## src/design/mfle_pkg.sv

```systemverilog
// mfle_pkg: shared widths, codes and command/status types of the mel filterbank log energy unit
// no dependencies; imported by every module of the block except mfle_ram
`default_nettype none

package mfle_pkg;

	localparam int FILT_CNT_DEF = 26;
	localparam int NUM_BINS_DEF = 257;

	localparam int FSEL_W   = 5;
	localparam int BIN_W    = 9;
	localparam int WEIGHT_W = 16;
	localparam int POWER_W  = 32;
	localparam int PROD_W   = WEIGHT_W + POWER_W;
	localparam int ACC_W    = 56;
	localparam int LOG_W    = 16;
	localparam int FRAC_W   = 10;
	localparam int EXP_W    = LOG_W - FRAC_W;
	localparam int FUSED_W  = 5;

	// binary point of the accumulator sits 31 bits up
	localparam int LOG_OFFSET = 31;

	localparam logic [FUSED_W-1:0] FUSED_RESET = 5'd26;

	localparam logic REQ_WEIGHT = 1'b0;

	typedef struct packed {
		logic load;       // capture the accepted request
		logic wr_weight;  // write the captured weight
		logic issue;      // start one multiply-accumulate for filter idx
		logic acc_rd;     // read accumulator idx for the log stage
		logic log_start;  // hand the read accumulator to the log unit
		logic last_filt;  // idx is the last active filter
		logic clear_acc;  // end of frame, drop all accumulators
	} mfle_cmd_t;

	typedef struct packed {
		logic req;
		logic last;
		logic bin_ok;
		logic wr_ok;
		logic pipe_busy;
		logic log_done;
	} mfle_status_t;

endpackage

`default_nettype wire

```

## src/design/mfle_ctrl.sv

```systemverilog
// mfle_ctrl: request sequencer, filter counter and filters_used register
// depends on mfle_pkg
`default_nettype none

module mfle_ctrl import mfle_pkg::*; #(
	parameter int FILT_CNT = FILT_CNT_DEF,
	localparam int FIDX_W = (FILT_CNT > 1) ? $clog2(FILT_CNT) : 1
) (
	input  wire logic               clk,
	input  wire logic               arst_n,
	input  wire logic               start,
	output logic                    busy,
	input  wire logic               cfg_valid,
	output logic                    cfg_ready,
	input  wire logic [FUSED_W-1:0] cfg_data,
	input  wire mfle_status_t       status,
	output mfle_cmd_t               cmd,
	output logic [FIDX_W-1:0]       idx
);

	localparam logic [2:0] S_IDLE   = 3'd0;
	localparam logic [2:0] S_DECODE = 3'd1;
	localparam logic [2:0] S_MAC    = 3'd2;
	localparam logic [2:0] S_DRAIN  = 3'd3;
	localparam logic [2:0] S_ORD    = 3'd4;
	localparam logic [2:0] S_OLOAD  = 3'd5;
	localparam logic [2:0] S_OWAIT  = 3'd6;

	logic [2:0]         state_q, state_d;
	logic [FIDX_W-1:0]  cnt_q, cnt_d;
	logic [FUSED_W-1:0] fused_q;
	logic [FIDX_W-1:0]  last_idx;
	logic               cnt_end;

	assign cfg_ready = 1'b1;

	// zero acts as one filter, anything past the bank as the whole bank
	always_comb begin
		if (fused_q == '0) begin
			last_idx = '0;
		end else if (int'(fused_q) > FILT_CNT) begin
			last_idx = FIDX_W'(FILT_CNT - 1);
		end else begin
			last_idx = FIDX_W'(fused_q - 1'b1);
		end
	end

	assign cnt_end = (cnt_q == last_idx);

	always_comb begin
		state_d = state_q;
		cnt_d   = cnt_q;
		cmd     = '0;
		cmd.last_filt = cnt_end;
		case (state_q)
			S_IDLE: begin
				if (start) begin
					cmd.load = 1'b1;
					state_d  = S_DECODE;
				end
			end
			S_DECODE: begin
				cnt_d = '0;
				if (status.req == REQ_WEIGHT) begin
					cmd.wr_weight = status.wr_ok;
					state_d       = S_IDLE;
				end else if (status.bin_ok) begin
					state_d = S_MAC;
				end else if (status.last) begin
					state_d = S_ORD;
				end else begin
					state_d = S_IDLE;
				end
			end
			S_MAC: begin
				cmd.issue = 1'b1;
				if (cnt_end) begin
					state_d = S_DRAIN;
				end else begin
					cnt_d = cnt_q + 1'b1;
				end
			end
			S_DRAIN: begin
				if (!status.pipe_busy) begin
					cnt_d   = '0;
					state_d = status.last ? S_ORD : S_IDLE;
				end
			end
			S_ORD: begin
				cmd.acc_rd = 1'b1;
				state_d    = S_OLOAD;
			end
			S_OLOAD: begin
				cmd.log_start = 1'b1;
				state_d       = S_OWAIT;
			end
			S_OWAIT: begin
				// result transfer happens in this cycle
				if (status.log_done) begin
					if (cnt_end) begin
						cmd.clear_acc = 1'b1;
						state_d       = S_IDLE;
					end else begin
						cnt_d   = cnt_q + 1'b1;
						state_d = S_ORD;
					end
				end
			end
			default: begin
				state_d = S_IDLE;
			end
		endcase
	end

	always_ff @(posedge clk or negedge arst_n) begin
		if (!arst_n) begin
			state_q <= S_IDLE;
			cnt_q   <= '0;
			fused_q <= FUSED_RESET;
		end else begin
			state_q <= state_d;
			cnt_q   <= cnt_d;
			if (cfg_valid && cfg_ready) begin
				fused_q <= cfg_data;
			end
		end
	end

	assign busy = (state_q != S_IDLE);
	assign idx  = cnt_q;

endmodule

`default_nettype wire

```

## config.mk

```make
export PLATFORM = sky130hd
export DESIGN_NAME = mfle_ctrl
export DESIGN_NICKNAME = d
export VERILOG_FILES = /design/src/design/mfle_pkg.sv /design/src/design/mfle_ctrl.sv
export SDC_FILE = /design/constraint.sdc
export NUM_CORES = 1
export LEC_CHECK = 0
export BUFFER_PORTS_ARGS = -buffer_cell sky130_fd_sc_hd__buf_4
export CAP_MARGIN = 20
export CORE_AREA = 2 2 47 49
export CTS_CLUSTER_DIAMETER = 40
export DETAILED_ROUTE_END_ITERATION = 6
export DIE_AREA = 0 0 49 51
export PLACE_DENSITY = 0.8
export SETUP_SLACK_MARGIN = 0.2
export SLEW_MARGIN = 0
export SYNTH_ARGS = -nofsm -noshare
export SYNTH_HDL_FRONTEND = slang
export SYNTH_SLANG_ARGS = --single-unit
```

## constraint.sdc

```tcl
create_clock -name clk -period 4.2 [get_ports clk]
set_input_delay 0 -clock clk [delete_from_list [all_inputs] [get_ports clk]]
set_output_delay 0 -clock clk [all_outputs]
set_load 0.02 [all_outputs]
```

==> results.tsv, run 1 <==
stage	metric	value	unit
yosys	synth cell count leaders	nand2_1, nor2_1, dfrtp_1	
worst_hold_path	worst min path class	in2reg	
clock_tree	CTS Sinks	13	
worst_setup_path	worst-path cell chain	inv_1, ha_1, or4b_4, a21oi_1, a41oi_1, o22ai_1, o211a_1, and4_1, buf_4	
clock_tree	setup bufs post-CTS	0	
power_and_ir_drop	Power Internal	0.335	mW
floorplan	FP Rows	17	
yosys	mean area per synthesized cell	8.84	um2
placed_design	placed insts	159	
power_and_ir_drop	Peak VDD IR	345	uV
power_and_ir_drop	Leak	0.599	nW
worst_setup_path	Worst Setup End Kind	output port	
global_routing	antenna violations before repair	0	
worst_setup_path	crit path DAT	2.63	ns
clock_tree	post-CTS resize count	0	
status	outcome	complete, no violations	
placed_design	DP HPWL	1570	um
drt	initial DRC count	18	
drt	wire length per cell	12.8	um
timing	max frequency	0.380	GHz
finish	fin util	0.623	
floorplan	initial core utilization	0.484	
power_and_ir_drop	clock network fraction of total power	0.136	
timing	WHS	0.0740	ns
yosys	most numerous cell in the Yosys netlist	nand2_1	
power_and_ir_drop	sequential power share	0.373	
finish	Post-layout nets	162	
power_and_ir_drop	power per cell area	466	nW/um2
yosys	syn nets	131	
global_routing	global-route wire length before repair	3860	um
yosys	Yosys cell types	44	
yosys	post-synthesis instance total	113	
yosys	Ys Warns	0	
timing	number of failing hold endpoints at the final stage	0	
yosys	leading post-synthesis cells by cell area	dfrtp_1, dfstp_2, nand2_1	
drt	via count	893	
placed_design	IO Port Bufs	27	
worst_setup_path	Worst EP required	4.20	ns
finish	fillers	184	
finish	layout cells sized above 1	0.294	
yosys	Seq/Total Area, Yosys	0.330	
clock_tree	register clock-pin slew on the reported worst setup and hold paths	0.09	ns
floorplan	Chip Width	49	um
power_and_ir_drop	Psw	0.264	mW
run	max-cap viol count	0	
worst_setup_path	Buf/Inv on CP	2	
timing	RSZ-0062 raised after global routing	false	
drt	drc violations	0	
floorplan	Die ar.	2500	um2
clock_tree	CTS tree	built	
global_routing	Global Route Usage Sum	0.199	
yosys	flops & latches, synth	13	
yosys	Most used DFF post-synth	dfrtp_1	
worst_setup_path	family with the most delay on the worst path	simple AND/OR/NAND/NOR gates	
timing	Final Max Slew Viols	0	
global_routing	vias in the first global route	870	
timing	Clock Skew	0.00282	ns
drt	drt pass-1 iters	4	
worst_setup_path	Largest stage delay, worst path	0.50	ns
global_routing	grt ovf	0	
floorplan	die height	51	um
timing	setup TNS	0	ns
finish	antenna diode count	0	
timing	fin crit period	2.63	ns
drt	Routed WL	2190	um
clock_tree	Skew-Pair Late Insertion Delay	0.28	ns
yosys	post-synth top area cell	dfrtp_1	
timing	final setup fails	0	
clock_tree	# hold bufs at CTS	8	
timing	Tcrit/Tclk final	0.627	
clock_tree	CTS Buf Count	3	
worst_setup_path	Slowest-stage cell, CP	or4b_4	
drt	Post-DRT Antenna Nets	0	
yosys	EDFF count, synth	0	
clock_tree	clock buffer depth	2	
finish	area grow syn2layout	28.7	%
yosys	Post-synth ARST share	1.00	
clock_tree	# H-tree levels	1	
yosys	area of the mapped netlist	998	um2
power_and_ir_drop	Gate power share	0.492	
placed_design	Routability Congestion	0.819	
finish	Layout Cells excl Fill	171	
global_routing	largest net degree at the start of global routing	14	
yosys	Synth top area share	0.251	
power_and_ir_drop	switch share	0.441	
worst_setup_path	Startpoint Class	flip-flop	
worst_setup_path	worst setup path category	reg2out	
clock_tree	Root Driver	clkbuf_4	
worst_setup_path	Crit Path Max Fanout	9	
drt	Via-to-Cell Ratio	5.22	
floorplan	core area	2060	um2
floorplan	I/O pins	29	
## path summary, 6_finish.rpt
| path | startpoint | to | slack, ns | depth (start not counted) |
|---|---|---|---|---|
| max | fused_q[0]$_DFFE_PN0P_ | cmd[0] | 1.57 | 9 |
| min | status[1] | state_q[0]$_DFFE_PN0P_ | 0.07 | 3 |
| max reg2reg | fused_q[0]$_DFFE_PN0P_ | idx[0]$_DFFE_PN0P_ | 1.77 | 9 |
| min reg2reg | idx[4]$_DFFE_PN0P_ | idx[4]$_DFFE_PN0P_ | 0.56 | 1 |
| max in group asynchronous | arst_n | fused_q[1]$_DFFE_PN1P_ | 3.87 | 2 |
| min in group asynchronous | arst_n | idx[3]$_DFFE_PN0P_ | 0.09 | 2 |
## cell usage in the layout (no fill, tap or decap), types with 4 or more instances in the layout
cell	n
dlygate4sd3_1	8
o21ai_0	6
nand2_1	13
xnor2_1	4
mux2i_1	4
dfrtp_1	10
nand2b_1	5
nor2_1	11
buf_4	27
## flip-flops by register name, indices dropped and copies added (netlist names)
name	flops
state_q	3
fused_q	5
idx	5
## layout make-up
cell class / instances / area (um2) / share of cell area
inverter: 3 / 11.3 / 0.00876
multi-input combinational: 88 / 601 / 0.467
clock buffer: 4 / 26.3 / 0.0204
tap: 28 / 35.0 / 0.0273
sequential: 13 / 329 / 0.256
timing repair buffer: 35 / 283 / 0.220
## logic make-up after synthesis
kind of cell	share of synthesized area
mux	0.0739
simple gates	0.277
xor+xnor	0.0526
compound gates	0.157
other cells	0.00376
buf+inv	0.0689
fa+ha+maj	0.0376
flops	0.330
## stage by stage
step / total power, mW / cell area, um2 / setup WS [ns]
6_report: 0.599 / 1280 / 1.57
5_1_grt: 0.645 / 1280 / 1.42
3_5_place_dp: 0.513 / 1180 / 1.76
4_1_cts: 0.601 / 1280 / 1.54
3_3_place_gp: 0.503 / 1180 / 1.85
2_1_floorplan: 0.422 / 998 / 1.99
## power groups by stage
| stage | Combinational [mW] | Clock [mW] | Sequential (mW) |
|---|---|---|---|
| 2_1_floorplan | 0.228 | 0 | 0.193 |
| 3_3_place_gp | 0.281 | 0 | 0.221 |
| 3_5_place_dp | 0.288 | 0 | 0.225 |
| 4_1_cts | 0.297 | 0.0813 | 0.223 |
| 5_1_grt | 0.324 | 0.0882 | 0.233 |
| 6_report | 0.294 | 0.0813 | 0.223 |
## layer usage
metal,up-vias,GRT usage,wire length (um)
met5,-,0,0
met4,0,0.0857,19
met3,2,0.0292,70
met2,20,0.342,1040
met1,417,0.248,1060
li1,454,-,-
## tightest hold or removal path, delay by kind of cell
family	cells	cell delay, ns
AO/OA/AOI/OAI	1	0.16
buffers and inverters	1	0.08
multiplexers	1	0.07
No activity file was read; power rests on OpenSTA's default activity.
==> run 2, diff against run 1 <==
Settings changed: CORE_AREA 2 2 47 49 to 2 2 50 52, DIE_AREA 0 0 49 51 to 0 0 52 54, PLACE_DENSITY 0.8 to 0.75.
Clock period 4.2 ns to 2.25 ns, I/O delays scaled along.
==> run 2 against run 1 <==
  * The flow now finishes with violations (negative setup slack)
  * Cell area up 15%
  * Combinational power up 120%
  * Critical endpoint unchanged
  * Largest power group unchanged
  * First-iteration DRC count down 61%
  * Die area up 12%
  * Register-to-register slack worse by 1.8 ns
  * Sequential share of layout area down 3.4 points
==> results.tsv, run 2 (synthesis results as in run 1) <==
stage	metric	value	unit	change
timing	number of failing hold endpoints at the final stage	0		unchanged
timing	fin crit period	2.30	ns	
floorplan	Chip Width	52	um	+6.1%
timing	Tcrit/Tclk final	1.02		
floorplan	die height	54	um	+5.9%
clock_tree	Skew-Pair Late Insertion Delay	0.28	ns	about the same
drt	via count	964		+8.0%
clock_tree	CTS tree	built		
finish	Layout Cells excl Fill	185		+8.2%
floorplan	I/O pins	29		unchanged
timing	Clock Skew	0.00320	ns	+0.000378 ns
worst_setup_path	Worst EP required	2.25	ns	-1.95 ns
power_and_ir_drop	Peak VDD IR	819	uV	+140%
global_routing	antenna violations before repair	0		unchanged
timing	max frequency	0.435	GHz	
worst_setup_path	worst setup path category	reg2out		
timing	final setup fails	3		+3
timing	Final Max Slew Viols	0		unchanged
worst_hold_path	worst min path class	in2reg		
clock_tree	CTS Buf Count	3		unchanged
power_and_ir_drop	power per cell area	821	nW/um2	+76%
status	outcome	complete, but fails checks		
finish	most frequent cells in the layout	buf_4, nand2_1, nor2_1, dfrtp_1, dlygate4sd3_1		
worst_setup_path	Largest stage delay, worst path	0.50	ns	about the same
clock_tree	register clock-pin slew on the reported worst setup and hold paths	0.08	ns	about the same
clock_tree	# H-tree levels	1		unchanged
power_and_ir_drop	Psw	0.535	mW	+100%
run	max-cap viol count	0		unchanged
finish	Post-layout nets	174		+7.4%
power_and_ir_drop	clock network fraction of total power	0.121		-0.015
power_and_ir_drop	Leak	0.678	nW	+13%
worst_setup_path	family with the most delay on the worst path	simple AND/OR/NAND/NOR gates		
power_and_ir_drop	sequential power share	0.341		-0.032
global_routing	largest net degree at the start of global routing	14		unchanged
clock_tree	clock buffer depth	2		unchanged
timing	final worst-path setup slack	-0.0481	ns	-1.62 ns
placed_design	Post-Place Cell Area	1250	um2	+6.2%
worst_setup_path	crit path DAT	2.30	ns	-0.33 ns
global_routing	grt ovf	0		unchanged
drt	drc violations	0		unchanged
drt	Routed WL	2550	um	+16%
global_routing	global-route wire length before repair	4200	um	+8.8%
status	failing checks	negative setup slack		
floorplan	core area	2320	um2	+12%
power_and_ir_drop	switch share	0.440		-0.000923
floorplan	FP Rows	18		+1
drt	wire length per cell	13.8	um	+7.5%
finish	most common cell after layout, fill and taps aside	buf_4		
finish	layout cells sized above 1	0.419		+0.126
global_routing	Global Route Usage Sum	0.205		+0.00672
finish	antenna diode count	0		unchanged
placed_design	Routability Congestion	0.817		-0.28%
worst_setup_path	Crit Path Max Fanout	5		-4
worst_setup_path	Startpoint Class	flip-flop		
drt	Post-DRT Antenna Nets	0		unchanged
placed_design	IO Port Bufs	27		unchanged
clock_tree	CTS Sinks	13		unchanged
worst_setup_path	worst-path cell chain	inv_2, ha_4, or4b_4, a21oi_2, a41oi_2, o22ai_2, o211a_4, and4_4, buf_6		
finish	fillers	183		-0.54%
finish	area grow syn2layout	48.1	%	
drt	drt pass-1 iters	4		unchanged
worst_setup_path	Slowest-stage cell, CP	or4b_4		
floorplan	initial core utilization	0.430		-0.0535
power_and_ir_drop	Gate power share	0.538		+0.046
timing	RSZ-0062 raised after global routing	true		
finish	final instance area	1480	um2	+15%
drt	initial DRC count	7		-11
placed_design	placed insts	167		+5.0%
drt	Via-to-Cell Ratio	5.21		-0.22%
floorplan	Die ar.	2810	um2	+12%
worst_setup_path	Worst Setup End Kind	output port		
timing	setup TNS	-0.0557	ns	-0.0557 ns
power_and_ir_drop	Power Internal	0.680	mW	+100%
placed_design	DP HPWL	1670	um	+6.4%
worst_setup_path	Buf/Inv on CP	2		unchanged
clock_tree	Root Driver	clkbuf_4		
global_routing	vias in the first global route	914		+5.1%
run 2: routing by layer:
layer	wire, um	vias to the layer above	part of all wire	global-route usage
met5	0	-	0	0
li1	-	478	-	-
met1	1070	458	0.42	0.245
met4	46	0	0.018	0.0965
met3	87	4	0.034	0.0194
met2	1340	24	0.53	0.371
run 2: area by class of cell:
cell class	instances	area, um2	area share
flip-flops and latches	13	329	0.223
repair buffers	47	395	0.267
well taps	30	37.5	0.0254
clock inverters	1	5.00	0.00338
inverters	3	11.3	0.00761
clock buffers	3	22.5	0.0152
multi-input cells	88	678	0.459
run 2: final timing paths:
kind                                   startpoint                      to  slack, ns  cells after the start
hold reg to reg                idx[4]$_DFFE_PN0P_      idx[4]$_DFFE_PN0P_       0.54                      1
setup / recovery           fused_q[0]$_DFFE_PN0P_                  cmd[0]      -0.05                      9
max in group asynchronous                  arst_n  fused_q[4]$_DFFE_PN1P_       1.92                      2
min in group asynchronous                  arst_n      idx[3]$_DFFE_PN0P_       0.10                      2
setup reg to reg           fused_q[0]$_DFFE_PN0P_      idx[1]$_DFFE_PN0P_          0                     10
hold / removal                          status[1]  state_q[0]$_DFFE_PN0P_       0.02                      3
run 2: what timing repair did:
action	4_1_cts	5_1_grt
hold buffers	8	0
endpoints found under the setup margin	9	9
pin swaps	8	4
hold endpoints to repair	19	0
buffers inserted	5	1
gates resized for setup	14	4
run 2: worst reg2reg max path: cells and delay by family, from the launching register on:
family / cells / cell delay (ns)
and+or+nand+nor: 2 / 0.65
AOI/OAI and AO/OA: 4 / 0.66
DFF: 1 / 0.40
adders and majority gates: 1 / 0.13
buffers and inverters: 3 / 0.31
run 2: power groups by stage:
stage	Clock (mW)	Combinational, mW	Sequential, mW
floorplan	0	0.436	0.364
CTS	0.150	0.635	0.410
global route	0.163	0.711	0.432
global placement	0	0.561	0.410
finish	0.147	0.654	0.414
detailed placement	0	0.571	0.413
run 2: stage by stage:
| stage | hold WS, ns | setup slack [ns] | total power, mW | util |
|---|---|---|---|---|
| 2_1_floorplan | -0.296 | 0.115 | 0.800 | - |
| 3_3_place_gp | -0.150 | 0.0226 | 0.971 | 0.539 |
| 3_5_place_dp | -0.146 | -0.0398 | 0.984 | 0.539 |
| 4_1_cts | 0.0266 | -0.0778 | 1.19 | 0.625 |
| 5_1_grt | 0.0471 | -0.133 | 1.31 | 0.638 |
| 6_report | 0.0244 | -0.0481 | 1.21 | 0.638 |
